$ cat src/design/csa_pkg.sv
`default_nettype none

package csa_pkg;

  // Row geometry and owner width
  localparam int unsigned NUM_SLOTS  = 8;
  localparam int unsigned OWNER_BITS = 8;

  // Owner bits kept per slot: the low OWNER_BITS of the 8-bit owner field
  localparam int unsigned OWN_W = (OWNER_BITS < 8) ? OWNER_BITS : 8;

  // Slot index and run counter widths
  localparam int unsigned IDX_W = (NUM_SLOTS > 1) ? $clog2(NUM_SLOTS) : 1;
  localparam int unsigned RUN_W = $clog2(NUM_SLOTS + 1);

  // Saturation limit of the freed slot count
  localparam logic [3:0] FREED_MAX = 4'd15;

  typedef enum logic [0:0] {
    CMD_RESERVE = 1'b0,
    CMD_RELEASE = 1'b1
  } csa_command_e;

  typedef enum logic [1:0] {
    ST_OK      = 2'd0,
    ST_NO_FIT  = 2'd1,
    ST_INVALID = 2'd2
  } csa_status_e;

  typedef struct packed {
    csa_command_e command;
    logic [7:0]   owner_id;
    logic [3:0]   run_length;
  } csa_in_t;

  typedef struct packed {
    csa_status_e status;
    logic [2:0]  start_slot;
    logic [3:0]  freed_count;
  } csa_out_t;

  // Commands from the controller to the datapath
  typedef struct packed {
    logic load;
    logic step;
    logic load_result;
  } csa_ctrl_t;

  // Status from the datapath to the controller
  typedef struct packed {
    logic is_release;
    logic len_bad;
    logic hit;
    logic last;
  } csa_stat_t;

endpackage

`default_nettype wire

$ cat src/design/csa_datapath.sv
`default_nettype none

module csa_datapath import csa_pkg::*; (
  input  wire logic      clk_i,
  input  wire logic      rst_ni,
  input  wire csa_in_t   in_i,
  input  wire csa_ctrl_t ctrl_i,
  output csa_stat_t      stat_o,
  output csa_out_t       out_o
);

  // Captured transaction
  csa_command_e     cmd_q;
  logic [OWN_W-1:0] owner_q;
  logic [3:0]       len_q;

  // Scan state
  logic [IDX_W-1:0] idx_q;
  logic [RUN_W-1:0] run_q;
  logic [IDX_W-1:0] start_q;
  logic             found_q;
  logic [3:0]       freed_q;

  // Slot row
  logic [NUM_SLOTS-1:0] busy_q;
  logic [OWN_W-1:0]     owner_mem_q [NUM_SLOTS];

  csa_out_t out_q;

  logic             busy_cur;
  logic [OWN_W-1:0] owner_cur;
  logic             match;
  logic             hit;
  logic             len_bad;
  logic             last;
  logic [IDX_W-1:0] start_d;
  logic [NUM_SLOTS-1:0] commit_mask;
  csa_out_t         result_d;

  // Look at the slot under the scan pointer
  assign busy_cur  = busy_q[idx_q];
  assign owner_cur = owner_mem_q[idx_q];
  assign match     = busy_cur && (owner_cur == owner_q);
  assign len_bad   = (len_q == 4'd0) || (32'(len_q) > NUM_SLOTS);
  assign last      = (idx_q == IDX_W'(NUM_SLOTS - 1));
  assign hit       = (cmd_q == CMD_RESERVE) && !busy_cur &&
                     ((32'(run_q) + 32'd1) == 32'(len_q));
  assign start_d   = IDX_W'(32'(idx_q) + 32'd1 - 32'(len_q));

  // Mark the slots of the run that ends at the scan pointer
  always_comb begin
    for (int s = 0; s < NUM_SLOTS; s++) begin
      commit_mask[s] = (IDX_W'(s) >= start_d) && (IDX_W'(s) <= idx_q);
    end
  end

  assign stat_o.is_release = (cmd_q == CMD_RELEASE);
  assign stat_o.len_bad    = len_bad;
  assign stat_o.hit        = hit;
  assign stat_o.last       = last;

  // Form the result from the finished scan
  always_comb begin
    result_d.status      = ST_OK;
    result_d.start_slot  = 3'd0;
    result_d.freed_count = 4'd0;
    if (cmd_q == CMD_RELEASE) begin
      result_d.freed_count = freed_q;
    end else if (len_bad) begin
      result_d.status = ST_INVALID;
    end else if (found_q) begin
      result_d.start_slot = 3'(start_q);
    end else begin
      result_d.status = ST_NO_FIT;
    end
  end

  // Advance the scan and update the busy flags
  always_ff @(posedge clk_i or negedge rst_ni) begin
    if (!rst_ni) begin
      idx_q   <= '0;
      run_q   <= '0;
      found_q <= 1'b0;
      freed_q <= 4'd0;
      busy_q  <= '0;
    end else if (ctrl_i.load) begin
      idx_q   <= '0;
      run_q   <= '0;
      found_q <= 1'b0;
      freed_q <= 4'd0;
    end else if (ctrl_i.step) begin
      idx_q <= idx_q + 1'b1;
      if (cmd_q == CMD_RESERVE) begin
        run_q <= busy_cur ? '0 : run_q + 1'b1;
        if (hit) begin
          found_q <= 1'b1;
          busy_q  <= busy_q | commit_mask;
        end
      end else if (match) begin
        busy_q[idx_q] <= 1'b0;
        if (freed_q != FREED_MAX) begin
          freed_q <= freed_q + 4'd1;
        end
      end
    end
  end

  // Hold the transaction, owners and result
  always_ff @(posedge clk_i) begin
    if (ctrl_i.load) begin
      cmd_q   <= in_i.command;
      owner_q <= in_i.owner_id[OWN_W-1:0];
      len_q   <= in_i.run_length;
    end
    if (ctrl_i.step && hit) begin
      start_q <= start_d;
      for (int s = 0; s < NUM_SLOTS; s++) begin
        if (commit_mask[s]) begin
          owner_mem_q[s] <= owner_q;
        end
      end
    end
    if (ctrl_i.load_result) begin
      out_q <= result_d;
    end
  end

  assign out_o = out_q;

endmodule

`default_nettype wire

$ cat src/design/csa_controller.sv
`default_nettype none

module csa_controller import csa_pkg::*; (
  input  wire logic      clk_i,
  input  wire logic      rst_ni,
  input  wire logic      in_valid_i,
  output logic           in_ready_o,
  output logic           out_valid_o,
  input  wire logic      out_ready_i,
  input  wire csa_stat_t stat_i,
  output csa_ctrl_t      ctrl_o
);

  typedef enum logic [1:0] {
    S_IDLE,
    S_SCAN,
    S_DONE
  } state_e;

  state_e state_q, state_d;
  logic   out_valid_q;
  logic   stop_early;

  // Drop out of the scan on a bad length or a fitting run
  assign stop_early = !stat_i.is_release && (stat_i.len_bad || stat_i.hit);

  // Issue datapath commands
  always_comb begin
    ctrl_o.load        = (state_q == S_IDLE) && in_valid_i;
    ctrl_o.step        = (state_q == S_SCAN) && !(!stat_i.is_release && stat_i.len_bad);
    ctrl_o.load_result = (state_q == S_DONE) && (!out_valid_q || out_ready_i);
  end

  always_comb begin
    state_d = state_q;
    unique case (state_q)
      S_IDLE: begin
        if (in_valid_i) state_d = S_SCAN;
      end
      S_SCAN: begin
        if (stop_early || stat_i.last) state_d = S_DONE;
      end
      S_DONE: begin
        if (ctrl_o.load_result) state_d = S_IDLE;
      end
      default: state_d = S_IDLE;
    endcase
  end

  // Hold state and the result valid flag
  always_ff @(posedge clk_i or negedge rst_ni) begin
    if (!rst_ni) begin
      state_q     <= S_IDLE;
      out_valid_q <= 1'b0;
    end else begin
      state_q <= state_d;
      if (ctrl_o.load_result) begin
        out_valid_q <= 1'b1;
      end else if (out_ready_i) begin
        out_valid_q <= 1'b0;
      end
    end
  end

  assign in_ready_o  = (state_q == S_IDLE);
  assign out_valid_o = out_valid_q;

endmodule

`default_nettype wire

$ cat src/design/contiguous_slot_allocator_unit.sv
`default_nettype none

// First-fit allocator over a row of NUM_SLOTS slots. A reserve transaction
// finds the lowest run of run_length adjacent free slots, marks it with the
// owner and returns its start slot; a release transaction frees every slot
// of the owner and returns how many it freed. One transaction is processed
// at a time by scanning one slot per cycle. A reserve stops at the slot that
// completes the run, a release always scans the whole row, and a reserve
// with an invalid length goes to its result without scanning a slot. The
// result sits in an output register, so a new transaction is accepted while
// the previous result waits to be taken; its own result is held until then.
module contiguous_slot_allocator_unit import csa_pkg::*; (
  input  wire logic    clk_i,
  input  wire logic    rst_ni,
  input  wire logic    in_valid_i,
  output logic         in_ready_o,
  input  wire csa_in_t in_i,
  output logic         out_valid_o,
  input  wire logic    out_ready_i,
  output csa_out_t     out_o
);

  csa_ctrl_t ctrl;
  csa_stat_t stat;

  csa_controller u_ctrl (
    .clk_i       (clk_i),
    .rst_ni      (rst_ni),
    .in_valid_i  (in_valid_i),
    .in_ready_o  (in_ready_o),
    .out_valid_o (out_valid_o),
    .out_ready_i (out_ready_i),
    .stat_i      (stat),
    .ctrl_o      (ctrl)
  );

  csa_datapath u_dp (
    .clk_i  (clk_i),
    .rst_ni (rst_ni),
    .in_i   (in_i),
    .ctrl_i (ctrl),
    .stat_o (stat),
    .out_o  (out_o)
  );

`ifndef NO_ASSERTIONS
  // An accepted transaction blocks the input until its result is registered
  assert property (@(posedge clk_i) disable iff (!rst_ni)
    in_valid_i && in_ready_o |=> !in_ready_o)
    else $error("input ready right after an accepted transaction");

  // A failed reserve reports start slot zero
  assert property (@(posedge clk_i) disable iff (!rst_ni)
    out_valid_o && (out_o.status != ST_OK) |-> (out_o.start_slot == 3'd0))
    else $error("non-zero start slot on a failed reserve");

  // Only release results carry a freed count, and they are always ok
  assert property (@(posedge clk_i) disable iff (!rst_ni)
    out_valid_o && (out_o.freed_count != 4'd0) |->
      (out_o.status == ST_OK) && (out_o.start_slot == 3'd0))
    else $error("freed count on a result that is not a release");
`endif

endmodule

`default_nettype wire

$ cat config.mk
export PLATFORM = sky130hd
export DESIGN_NAME = contiguous_slot_allocator_unit
export DESIGN_NICKNAME = d
export VERILOG_FILES = /design/src/design/csa_pkg.sv /design/src/design/csa_datapath.sv /design/src/design/csa_controller.sv /design/src/design/contiguous_slot_allocator_unit.sv
export SDC_FILE = /design/constraint.sdc
export NUM_CORES = 1
export LEC_CHECK = 0
export BUFFER_PORTS_ARGS = -buffer_cell sky130_fd_sc_hd__buf_2
export CORE_MARGIN = 1.5
export CORE_UTILIZATION = 40
export CTS_CLUSTER_DIAMETER = 80
export CTS_CLUSTER_SIZE = 14
export DETAILED_ROUTE_END_ITERATION = 7
export GPL_TIMING_DRIVEN = 1
export SYNTH_ARGS = -nofsm -noshare
export SYNTH_HDL_FRONTEND = slang
export SYNTH_SLANG_ARGS = --single-unit
$ cat constraint.sdc
create_clock -name clk_i -period 10.7 [get_ports clk_i]
set_input_delay 2.14 -clock clk_i [delete_from_list [all_inputs] [get_ports clk_i]]
set_output_delay 2.14 -clock clk_i [all_outputs]
set_load 0.01 [all_outputs]
Word-level counts from Yosys, hierarchy flattened
Memory sizes are Yosys's and may differ from the RTL's.
Cells that the tools add are included.
{"block": "totals", "ram_bits": 64, "n_memories": 1, "output_inout_bits": 11, "elab_cells": 154, "reg_bits": 48, "input_bits": 17}
{"name": "u_dp.owner_mem_q", "words": 8, "width": 8, "read_ports": 1, "rd_ports_with_merged_regs": 0, "write_ports": 8, "line": "csa_datapath.sv:26", "text": "logic [OWN_W-1:0] owner_mem_q [NUM_SLOTS];"}
{"block": "op_classes", "n_eq_ne": 11, "n_lt_le_gt_ge": 19, "bitwise_logic": 6, "n_reduce_logical": 42, "add_sub_neg": 6, "muxes": 54}
{"op": "two-way mux 4 bit", "count": 9}
{"op": "two-way mux 1 bit", "count": 33}
{"op": "two-way mux 8 bit", "count": 3}
{"op": "logical AND 1 bit", "count": 18}
{"op": "nonzero test 2 bit", "count": 7}
{"op": "greater-or-equal comparator 3 bit, first input constant", "count": 4}
{"op": "less-or-equal comparator 3 bit, first input constant", "count": 4}
{"op": "!= test 2 bit, second input constant", "count": 5}
{"op": "adder 4 x 1 -> 4 bit, second input constant", "count": 2}
{"op": "bitwise AND 8 bit", "count": 1}
{"op": "equality test 8 bit", "count": 1}
{"op": "two-way mux 2 bit", "count": 4}
{"op": "inverter 8 bit", "count": 1}
{"op": "OR 8 bit", "count": 1}
{"op": "AND reduction 4 bit", "count": 2}
{"op": "adder 3 x 1 -> 3 bit, second input constant", "count": 2}
{"op": "greater-or-equal comparator 1 x 3 -> 1 bit, first input constant", "count": 2}
{"op": "greater-or-equal comparator 2 x 3 -> 1 bit, first input constant", "count": 2}
{"op": "less-or-equal comparator 1 x 3 -> 1 bit, first input constant", "count": 2}
{"op": "less-or-equal comparator 2 x 3 -> 1 bit, first input constant", "count": 2}
{"op": "two-way mux 3 bit", "count": 2}
{"op": "case mux 2 bit (3 select lines)", "count": 1}
{"op": "AND reduction 3 bit", "count": 2}
{"op": "adder 4 x 1 -> 5 bit, second input constant", "count": 1}
{"op": "other kinds (19)", "count": 27}

Longest topological paths before layout
Gate-level depths: netlist of the first run.
{"block": "logic_depth", "word_depth": 10, "depth_mapped": 13, "ltp_nobuf": 11}

Hierarchy
Synthesis of the first run repeated with hierarchy kept, for this count alone.
{"block": "hier_totals", "cells_unflattened": 360, "area_unflattened_um2": 5046.1}
{"module": "csa_datapath", "area_each_um2": 4889.7, "cells_per_inst": 343, "n_inst": 1, "seq_area_each_um2": 3173.0}
{"module": "csa_controller", "area_each_um2": 156.4, "cells_per_inst": 17, "n_inst": 1, "seq_area_each_um2": 75.1}

Worst setup path after synthesis of the first run
OpenSTA, ideal clock, no wires.
{"block": "synth_timing", "path_kind": "register -> register", "startpoint": "register u_dp.run_q[0]", "endpoint": "memory u_dp.owner_mem_q[1][0] (netlist name) (enable)", "n_path_buf": 0, "period_less_slack_ns": 3.689, "path_slack_ns": 7.011, "setup_ns": 0.425, "required_ns": 10.275, "t_arrival_ns": 3.265, "path_stages_with_launch": 7, "path_cell_list": "dfrtp_1 -> ha_1 -> xnor2_1 -> nand3_1 -> a2111oi_0 -> nand3_1 -> a2111oi_0"}
{"element": "start: declaration", "line": "csa_datapath.sv:19", "text": "logic [RUN_W-1:0] run_q;"}
{"element": "start signal: assignment", "line": "csa_datapath.sv:94", "text": "run_q <= busy_cur ? '0 : run_q + 1'b1;"}
{"element": "end: declaration", "line": "csa_datapath.sv:26"}

==> results of run 1 <==
==> metrics by stage <==
stage | hold slack, ps | setup slack [ps] | power (µW) | cell area [µm²]
2_1_floorplan | 464 | 7010 | 782 | 4950
3_3_place_gp | 495 | 6880 | 863 | 5240
3_5_place_dp | 505 | 6840 | 865 | 5240
4_1_cts | 521 | 6820 | 1170 | 5520
5_1_grt | 530 | 6520 | 1230 | 5520
6_report | 517 | 6790 | 1170 | 5520
==> Yosys cell counts (3+ instances only) <==
| cell type | instances | area [µm²] |
|---|---|---|
| xor2_1 | 9 | 78.8 |
| buf_2 | 5 | 25.0 |
| a21oi_1 | 10 | 50.1 |
| nand3_1 | 10 | 50.1 |
| nor2_1 | 15 | 56.3 |
| ha_1 | 9 | 113 |
| a211o_1 | 3 | 26.3 |
| nor4_1 | 4 | 25.0 |
| o21ai_0 | 13 | 65.1 |
| and2_1 | 6 | 37.5 |
| clkbuf_1 | 3 | 11.3 |
| mux2_2 | 3 | 33.8 |
| o31ai_1 | 4 | 30.0 |
| nor3_1 | 5 | 25.0 |
| a22oi_1 | 7 | 52.6 |
| nor2b_1 | 4 | 25.0 |
| dfrtp_1 | 23 | 576 |
| and3_1 | 4 | 25.0 |
| inv_1 | 7 | 26.3 |
| nand3b_1 | 3 | 22.5 |
| nand2b_1 | 7 | 43.8 |
| buf_6 | 3 | 33.8 |
| mux2i_1 | 28 | 280 |
| edfxtp_1 | 89 | 2670 |
| xnor2_1 | 6 | 52.6 |
| nand2_1 | 28 | 105 |
| or3_1 | 3 | 18.8 |
==> per-layer routing <==
| metal | vias to the layer above | track usage |
|---|---|---|
| met4 | 0 | 0.0567 |
| met5 | - | 0 |
| met3 | 11 | 0.0344 |
| li1 | 1424 | - |
| met2 | 84 | 0.257 |
| met1 | 1448 | 0.239 |
==> tightest hold or removal path, cell delays in order (launching register included) <==
cell and delay (ps):
dfrtp_1 340, nand2b_1 80, nand2_1 60
==> power groups by stage <==
stage | registers [µW] | logic [µW] | clock network [µW]
finish | 555 | 301 | 312
global route | 561 | 331 | 337
CTS | 555 | 301 | 317
detailed placement | 565 | 300 | 0
global placement | 564 | 299 | 0
floorplan | 551 | 232 | 0
==> cells by family after synthesis <==
kind of cell,after synthesis,share of synthesized area
DFF,112,0.656
adders and majority gates,9,0.0228
muxes,32,0.0657
AOI/OAI and AO/OA,68,0.101
xor gates and xnor gates,15,0.0265
buffers and inverters,23,0.0263
and+or+nand+nor,98,0.101
==> worst paths after layout <==
check                                    endpoint  cells past startpoint                from  slack [ps]
setup / recovery           u_dp.owner_mem_q[2][3]                      6       u_dp.idx_q[0]        6790
hold reg to reg                u_ctrl.out_valid_o                      2  u_ctrl.out_valid_o         520
hold / removal                 u_ctrl.out_valid_o                      2  u_ctrl.out_valid_o         520
min in group asynchronous           u_dp.idx_q[1]                      1              rst_ni        1790
max in group asynchronous           u_dp.idx_q[0]                      1              rst_ni        8500
setup reg to reg           u_dp.owner_mem_q[2][3]                      6       u_dp.idx_q[0]        6790
==> final cells by class <==
| class | count | area (µm²) | area share |
|---|---|---|---|
| clock buffer | 10 | 229 | 0.0415 |
| clock inverter | 6 | 45.0 | 0.00816 |
| inverter | 10 | 37.5 | 0.00680 |
| multi-input combinational | 222 | 1590 | 0.288 |
| sequential | 112 | 3250 | 0.588 |
| tap | 168 | 210 | 0.0381 |
| timing repair buffer | 31 | 163 | 0.0295 |
==> sequential cells by signal, indices dropped and copies added, names as in the netlist <==
name	count
u_ctrl.out_valid_o	1
u_ctrl.state_q	2
u_dp.busy_q	8
u_dp.cmd_q	1
u_dp.found_q	1
u_dp.freed_q	4
u_dp.idx_q	3
u_dp.len_q	4
u_dp.out_o	9
u_dp.owner_mem_q	64
u_dp.owner_q	8
u_dp.run_q	4
u_dp.start_q	3
==> cell usage in the layout (no fill, tap or decap), types with 4 or more instances in the layout <==
cell and n:
a21oi_1 10, a22oi_1 7, and2_1 6, and3_1 4
buf_2 28, clkbuf_16 9, dfrtp_1 22, edfxtp_1 89
ha_1 9, inv_1 7, mux2i_1 28, nand2_1 28
nand2b_1 7, nand3_1 10, nor2_1 15, nor2b_1 4
nor3_1 5, o21ai_0 13, o31ai_1 4, xnor2_1 6
xor2_1 9
==> qor.yml, run 1 <==
swShare: 0.330
clk_path_buf_depth: 2
cp-start-kind: "flip-flop"
power_switching_uw: 386
cp.required_ps: 10650
cts_buffers: 9
internal-power_uw: 782
hp-class: "flip-flop to flip-flop"
hold_viol: 0
io_pins: 28
postCtsHoldBufs: 0
cp_top_family: "compound AO/OA/AOI/OAI gates"
initial_core_util: 0.410
gp_congestion: 0.857
p_per_area_nw_per_um2: 211
ys_types: 61
instances_no_fill: 559
p_comb_frac: 0.258
cp.arrival_ps: 3870
routedWlPerCell_um: 18.1
fin_setup_tns_ps: 0
cp.buffers_inverters: 2
clock_latency_ps: 350
period_share: 0.366
avgSynthCellArea_um2: 13.9
synth_ff_type: "edfxtp_1"
path_clk_slew_ps: 70
port_buffers: 27
grtUsageTotal: 0.167
drt-total-wl_um: 10100
crit_chain: "buf_4 -> clkinv_1 -> a221o_1 -> a22oi_2 -> nand3_1 -> a2111oi_2"
cp_slowest_stage_delay_ps: 1130
n_antenna_cell: 0
rows: 40
grt_max_degree: 47
grt_overflow: 0
synth_warnings: 0
p_seq_frac: 0.475
dr.max_layer_used: "met4"
cts_resized: 0
firstDrtPassIters: 5
synthCells: 357
final_layout_size_suffix_gt1_frac: 0.156
cts_root_buf: "clkbuf_16"
finClkSkew_ps: 9.71
route.met3.wl_um: 566
htree_levels: 3
clock.fmax_mhz: 255
antenna_found_initial: 0
syn_area_um2: 4950
relSlewSlack: 0.170
die_width_um: 114
synth_edf_count: 89
fillers: 1071
vias: 2967
critPathSlowestCell: "a2111oi_2"
drv_slew: 0
grt_pass1_vias: 2837
setup_viol: 0
grt_pass1_wl_um: 16100
p_leak_uw: 0.00196
viasPerCell: 5.31
fp.dieH_um: 114
finish.net_count: 412
dr_wl_met2_um: 4740
status: "finished clean"
finalCoreUtilization: 0.458
hpwlAfterDp_um: 6810
wl_met1_um: 4670
clock_power_share: 0.267
dieArea_um2: 13000
vdd_drop_max_mv: 0.0732
drtIter0Drc: 265
ys_seq_area_frac: 0.656
core_area_um2: 12100
rsz0062_at_grt: "false"
drv_cap: 0
period_needed_ps: 3910
syn-num-nets: 383
cts_setup_buffers: 0
cp-end-kind: "flip-flop"
cts_tree: "done"
ys_async_sr_fraction: 0.205
drc: 0
syn2layout_area_growth_pct: 11.6
clkSinkCount: 112
worst_pin_slew_ps: 1240
synth_seq_cells: 112
ant_nets: 0
critical_path_class: "flip-flop to flip-flop"
dp_cells: 542
crit_fanout: 46
No activity file was read; power rests on OpenSTA's default activity.
==> run 2: changes to the inputs <==
--- a/config.mk
+++ b/config.mk
@@ -5,6 +5,7 @@
 export SDC_FILE = /design/constraint.sdc
 export NUM_CORES = 1
 export LEC_CHECK = 0
+export ABC_AREA = 1
 export BUFFER_PORTS_ARGS = -buffer_cell sky130_fd_sc_hd__buf_2
 export CORE_MARGIN = 1.5
 export CORE_UTILIZATION = 40
==> constraint.sdc (replaced) <==
create_clock -name clk_i -period 3.8 [get_ports clk_i]
set_input_delay 0.76 -clock clk_i [delete_from_list [all_inputs] [get_ports clk_i]]
set_output_delay 0.76 -clock clk_i [all_outputs]
set_load 0.01 [all_outputs]
==> run 2 against run 1 <==
Effect of this change:
- clock power grew to 2.9 times the previous value
- global-route usage is 1.2 points higher
- largest power group unchanged
- fmax is 25% higher
- cell count increased by 45%
- register-to-register slack got worse by 6100 ps
- critical path type unchanged
==> qor.yml, run 2 <==
clock.fmax_mhz: 318
synthTopCellsByCount: "218 x nand2_1, 89 x edfxtp_1, 81 x inv_1, 47 x nor2_1, 39 x nand3_1"
cp-end-kind: "flip-flop"
largest_reg_flops: 64
viasPerCell: 4.81
hold_viol: 0
finClkSkew_ps: 6.87
vdd_drop_max_mv: 0.330
power_switching_uw: 1640
cts_root_buf: "clkbuf_16"
ys_types: 40
period_needed_ps: 3140
drc: 0
clock_power_share: 0.222
syn2layout_area_growth_pct: 9.72
fp.dieH_um: 121
cp-start-kind: "flip-flop"
cts_resized: 0
io_pins: 28
grt_pass1_wl_um: 19500
crit_fanout: 14
syn-num-nets: 628
fin_setup_tns_ps: 0
placed_cell_area_um2: 5800
relSlewSlack: 0.509
gp_congestion: 0.844
drv_cap: 0
routedWlPerCell_um: 15.0
swShare: 0.400
rr_worst_depth: 11
drt-total-wl_um: 12100
synth_top_cell_by_area: "edfxtp_1"
htree_levels: 3
rsz0062_at_grt: "false"
p_seq_frac: 0.410
synth_top_cell_area_share: 0.483
grt_overflow: 0
yosysMostFrequentCell: "nand2_1"
antenna_found_initial: 0
cts_buffers: 9
synthCells: 602
synth_edf_count: 89
yosys-top-cells-area: "edfxtp_1 48%, nand2_1 15%, dfrtp_1 10%"
syn_area_um2: 5540
hp-class: "input pin to asynchronous set/reset pin"
vias: 3888
port_buffers: 27
hpwlAfterDp_um: 8630
dieArea_um2: 14600
avgSynthCellArea_um2: 9.19
final_common_cell: "nand2_1"
finish.net_count: 655
final_layout_size_suffix_gt1_frac: 0.0932
synth_ff_type: "edfxtp_1"
clkSinkCount: 112
die_width_um: 121
drtIter0Drc: 296
cp.arrival_ps: 3130
postCtsHoldBufs: 0
p_comb_frac: 0.368
clk_path_buf_depth: 2
grtUsageTotal: 0.179
finalCoreUtilization: 0.455
cts_tree: "done"
clock_latency_ps: 360
power_uw: 4100
grt_pass1_vias: 3715
firstDrtPassIters: 4
fin_area_um2: 6070
drv_slew: 0
status: "finished clean"
cts_setup_buffers: 0
ant_nets: 0
synth_seq_cells: 112
n_antenna_cell: 0
initial_core_util: 0.415
path_clk_slew_ps: 70
layout_common_cells: "218 x nand2_1, 89 x edfxtp_1, 81 x inv_1, 47 x nor2_1, 39 x nand3_1"
critical_path_class: "flip-flop to flip-flop"
p_per_area_nw_per_um2: 675
internal-power_uw: 2460
cp.required_ps: 3790
rows: 42
core_area_um2: 13300
ys_async_sr_fraction: 0.205
setup_viol: 0
worst_pin_slew_ps: 734
grt_max_degree: 33
regMostFlops: "u_dp.owner_mem_q"
period_share: 0.827
p_leak_uw: 0.00276
ys_seq_area_frac: 0.587
synth_warnings: 0
run 2: changes by cell type after synthesis, moves of 7 or more:
cell      delta
nor2_1      +32
mux2i_1     -28
o21ai_1      +7
nand3_1     +29
nand2_1    +190
nand2b_1     -7
inv_1       +74
run 2: per-stage QoR:
| step | hold slack, ps | setup slack [ps] | cells |
|---|---|---|---|
| 6_report | 383 | 659 | 809 |
| 5_1_grt | 420 | 344 | 809 |
| 4_1_cts | 397 | 662 | 809 |
| 3_5_place_dp | 487 | 678 | 794 |
| 3_3_place_gp | 492 | 757 | 794 |
| 2_1_floorplan | 463 | 1110 | 602 |
run 2: worst max-delay path: stages, from the launching register on:
cell,delay (ps)
dfrtp_1,620
inv_1,310
ha_1,360
inv_1,40
ha_1,190
xnor2_1,170
inv_1,60
nand2_1,60
nand2_1,110
inv_1,180
o21ai_0,120
nor2_1,550
run 2: power groups by stage:
stage | Sequential (µW) | Clock (µW) | Combinational (µW)
after floorplan | 1630 | 0 | 1210
after global placement | 1700 | 0 | 1470
after detailed placement | 1710 | 0 | 1490
after CTS | 1680 | 930 | 1500
after global routing | 1710 | 973 | 1710
final | 1680 | 910 | 1510
run 2: kinds of logic after synthesis:
| kind of cell | synth area share |
|---|---|
| AO/OA/AOI/OAI | 0.0466 |
| XOR/XNOR | 0.0127 |
| adder cells (fa/ha/maj) | 0.0203 |
| buffers and inverters | 0.0814 |
| flip-flops | 0.587 |
| AND/OR/NAND/NOR | 0.252 |
run 2: worst paths after layout:
check | startpoint | to | slack, ps
max in group asynchronous | rst_ni | u_dp.busy_q[6] | 3040
setup / recovery | u_dp.idx_q[1] | u_dp.owner_mem_q[4][3] | 660
hold reg to reg | u_dp.busy_q[7] | u_dp.busy_q[7] | 500
setup reg to reg | u_dp.idx_q[1] | u_dp.owner_mem_q[4][3] | 660
min in group clk_i | u_dp.busy_q[7] | u_dp.busy_q[7] | 500
hold / removal | rst_ni | u_dp.freed_q[3] | 380
run 2: cell type report:
| class | count | area (µm²) |
|---|---|---|
| clock buffers | 10 | 229 |
| multi-input cells | 389 | 1840 |
| flip-flops and latches | 112 | 3250 |
| well taps | 176 | 220 |
| fillers | 1302 | 7270 |
| inverters | 86 | 325 |
| repair buffers | 31 | 165 |
| clock inverters | 5 | 48.8 |
run 2: routing by layer:
metal / part of all wire / wire length (µm) / global-route usage / vias to the layer above
li1: - / - / - / 1996
met5: 0 / 0 / 0 / -
met1: 0.50 / 6020 / 0.254 / 1806
met2: 0.45 / 5410 / 0.273 / 72
met3: 0.042 / 506 / 0.0387 / 14
met4: 0.016 / 196 / 0.0625 / 0
==> run 3: changes to the inputs <==
==> constraint.sdc (replaced) <==
create_clock -name clk_i -period 3.1 [get_ports clk_i]
set_input_delay 0.62 -clock clk_i [delete_from_list [all_inputs] [get_ports clk_i]]
set_output_delay 0.62 -clock clk_i [all_outputs]
set_load 0.01 [all_outputs]
==> run 3 against run 2 <==
Effect of this change:
- via count increased by 1.5%
- sequential cell count unchanged
- critical path depth increased by 4
- critical endpoint is now u_dp.busy_q[3]
- largest power group unchanged
- sequential power increased by 21%
- first-iteration DRC count decreased by 11%
- hold slack got worse by 130 ps
==> qor.yml, run 3 (same netlist as run 2, synthesis figures left out) <==
htree_levels: 3
cp_slowest_stage_delay_ps: 720
crit_chain: "inv_2 -> nor2_2 -> o211ai_1 -> nand2_1 -> inv_1 -> nand2_1 -> nand2_1 -> nand2_1 -> nand2_1 -> nor2_1 -> nand2_2 -> nand2_4 -> nand3_4 -> nand2_1 -> nand2_1"
hold_viol: 0
p_per_area_nw_per_um2: 827
postCtsHoldBufs: 0
largest_reg_flops: 64
fp.dieH_um: 121
layout_common_cells: "218 x nand2_1, 89 x edfxtp_1, 81 x inv_1, 47 x nor2_1, 39 x nand3_1"
cts_buffers: 9
clk_path_buf_depth: 2
worst_pin_slew_ps: 781
viasPerCell: 4.77
cp.arrival_ps: 2900
finish.net_count: 672
hpwlAfterDp_um: 8780
antenna_found_initial: 0
cp_top_family: "simple AND/OR/NAND/NOR gates"
dieArea_um2: 14600
grt_pass1_vias: 4036
cp.required_ps: 3340
routedWlPerCell_um: 14.9
rsz0062_at_grt: "false"
hp-class: "input pin to asynchronous set/reset pin"
clkSinkCount: 112
cts_tree: "done"
multi_input_area_um2: 1840
clock.fmax_mhz: 376
finalCoreUtilization: 0.466
finClkSkew_ps: 6.49
power_uw: 5140
drt-total-wl_um: 12300
grt_overflow: 0
cp.buffers_inverters: 2
cp-end-kind: "flip-flop"
syn2layout_area_growth_pct: 12.3
placed_cell_area_um2: 5920
drv_slew: 0
regMostFlops: "u_dp.owner_mem_q"
grtUsageTotal: 0.188
startpoint: "u_dp.idx_q[2]"
final_layout_size_suffix_gt1_frac: 0.123
dp_cells: 811
r2r_start: "u_dp.idx_q[2]"
cp-start-kind: "flip-flop"
period_share: 0.857
fillers: 1272
relSlewSlack: 0.478
gp_congestion: 0.920
regArea_um2: 3250
core_area_um2: 13300
cts_resized: 0
fin_setup_tns_ps: 0
grt_pass1_wl_um: 20700
critPathSlowestCell: "dfrtp_1"
initial_core_util: 0.415
critical_path_class: "flip-flop to flip-flop"
crit_fanout: 13
clock_latency_ps: 350
drv_cap: 0
period_needed_ps: 2660
vias: 3945
drc: 0
rows: 42
cts_root_buf: "clkbuf_16"
instances_no_fill: 827
n_antenna_cell: 0
setup_viol: 0
firstDrtPassIters: 4
io_pins: 28
drtIter0Drc: 263
die_width_um: 121
crit_top_cell: "nand2_1"
p_leak_uw: 0.00286
cts_setup_buffers: 0
status: "finished clean"
vdd_drop_max_mv: 0.464
final_common_cell: "nand2_1"
grt_max_degree: 26
port_buffers: 27
ant_nets: 0
fin_area_um2: 6220
path_clk_slew_ps: 70
## run 3: cell types whose count changed in the layout (fill, tap and decap cells not counted)
cell and delta:
buf_4 +17, clkinv_1 -3, clkinv_2 +2, inv_6 +2, clkinv_4 +1, clkinvlp_4 -1
## run 3: area by class of cell
cell class,instances,share of cell area
flip-flops and latches,112,0.522
clock inverters,6,0.0107
repair buffers,48,0.0471
inverters,86,0.0523
clock buffers,10,0.0368
well taps,176,0.0354
multi-input cells,389,0.295
## run 3: worst reg2reg max path, cell delays in order (launching register included)
cell and delay (ps):
dfrtp_1 720, inv_2 210, nor2_2 360, o211ai_1 190, nand2_1 110, inv_1 40
nand2_1 70, nand2_1 50, nand2_1 70, nand2_1 60, nor2_1 120, nand2_2 110
nand2_4 140, nand3_4 130, nand2_1 90, nand2_1 50
## run 3: per-layer routing
metal	GRT usage	part of all wire	vias up
li1	-	-	2036
met1	0.248	0.47	1829
met2	0.300	0.46	66
met3	0.0406	0.046	14
met4	0.0824	0.023	0
met5	0	0	-
## run 3: metrics by stage
step                      worst slack, ps  hold WS [ps]
after floorplan                       405           324
final                                 442           257
after global placement                506           493
after global routing                  204           294
after CTS                             452           265
after detailed placement              469           506
## run 3: power breakdown
part	total [µW]	switching, µW	internal (µW)
Combinational	1950	1320	627
Sequential	2030	187	1840
Clock	1170	533	632
Total	5140	2040	3100
## run 3: path summary, 6_finish.rpt
check | endpoint | slack (ps) | depth (start not counted)
worst max register to register | u_dp.busy_q[3] | 440 | 15
max in group asynchronous | u_dp.run_q[3] | 2460 | 1
worst min-delay path | u_ctrl.state_q[1] | 260 | 1
worst max-delay path | u_dp.busy_q[3] | 440 | 15
min in group clk_i | u_dp.owner_q[7] | 440 | 1
worst min register to register | u_dp.found_q | 520 | 1
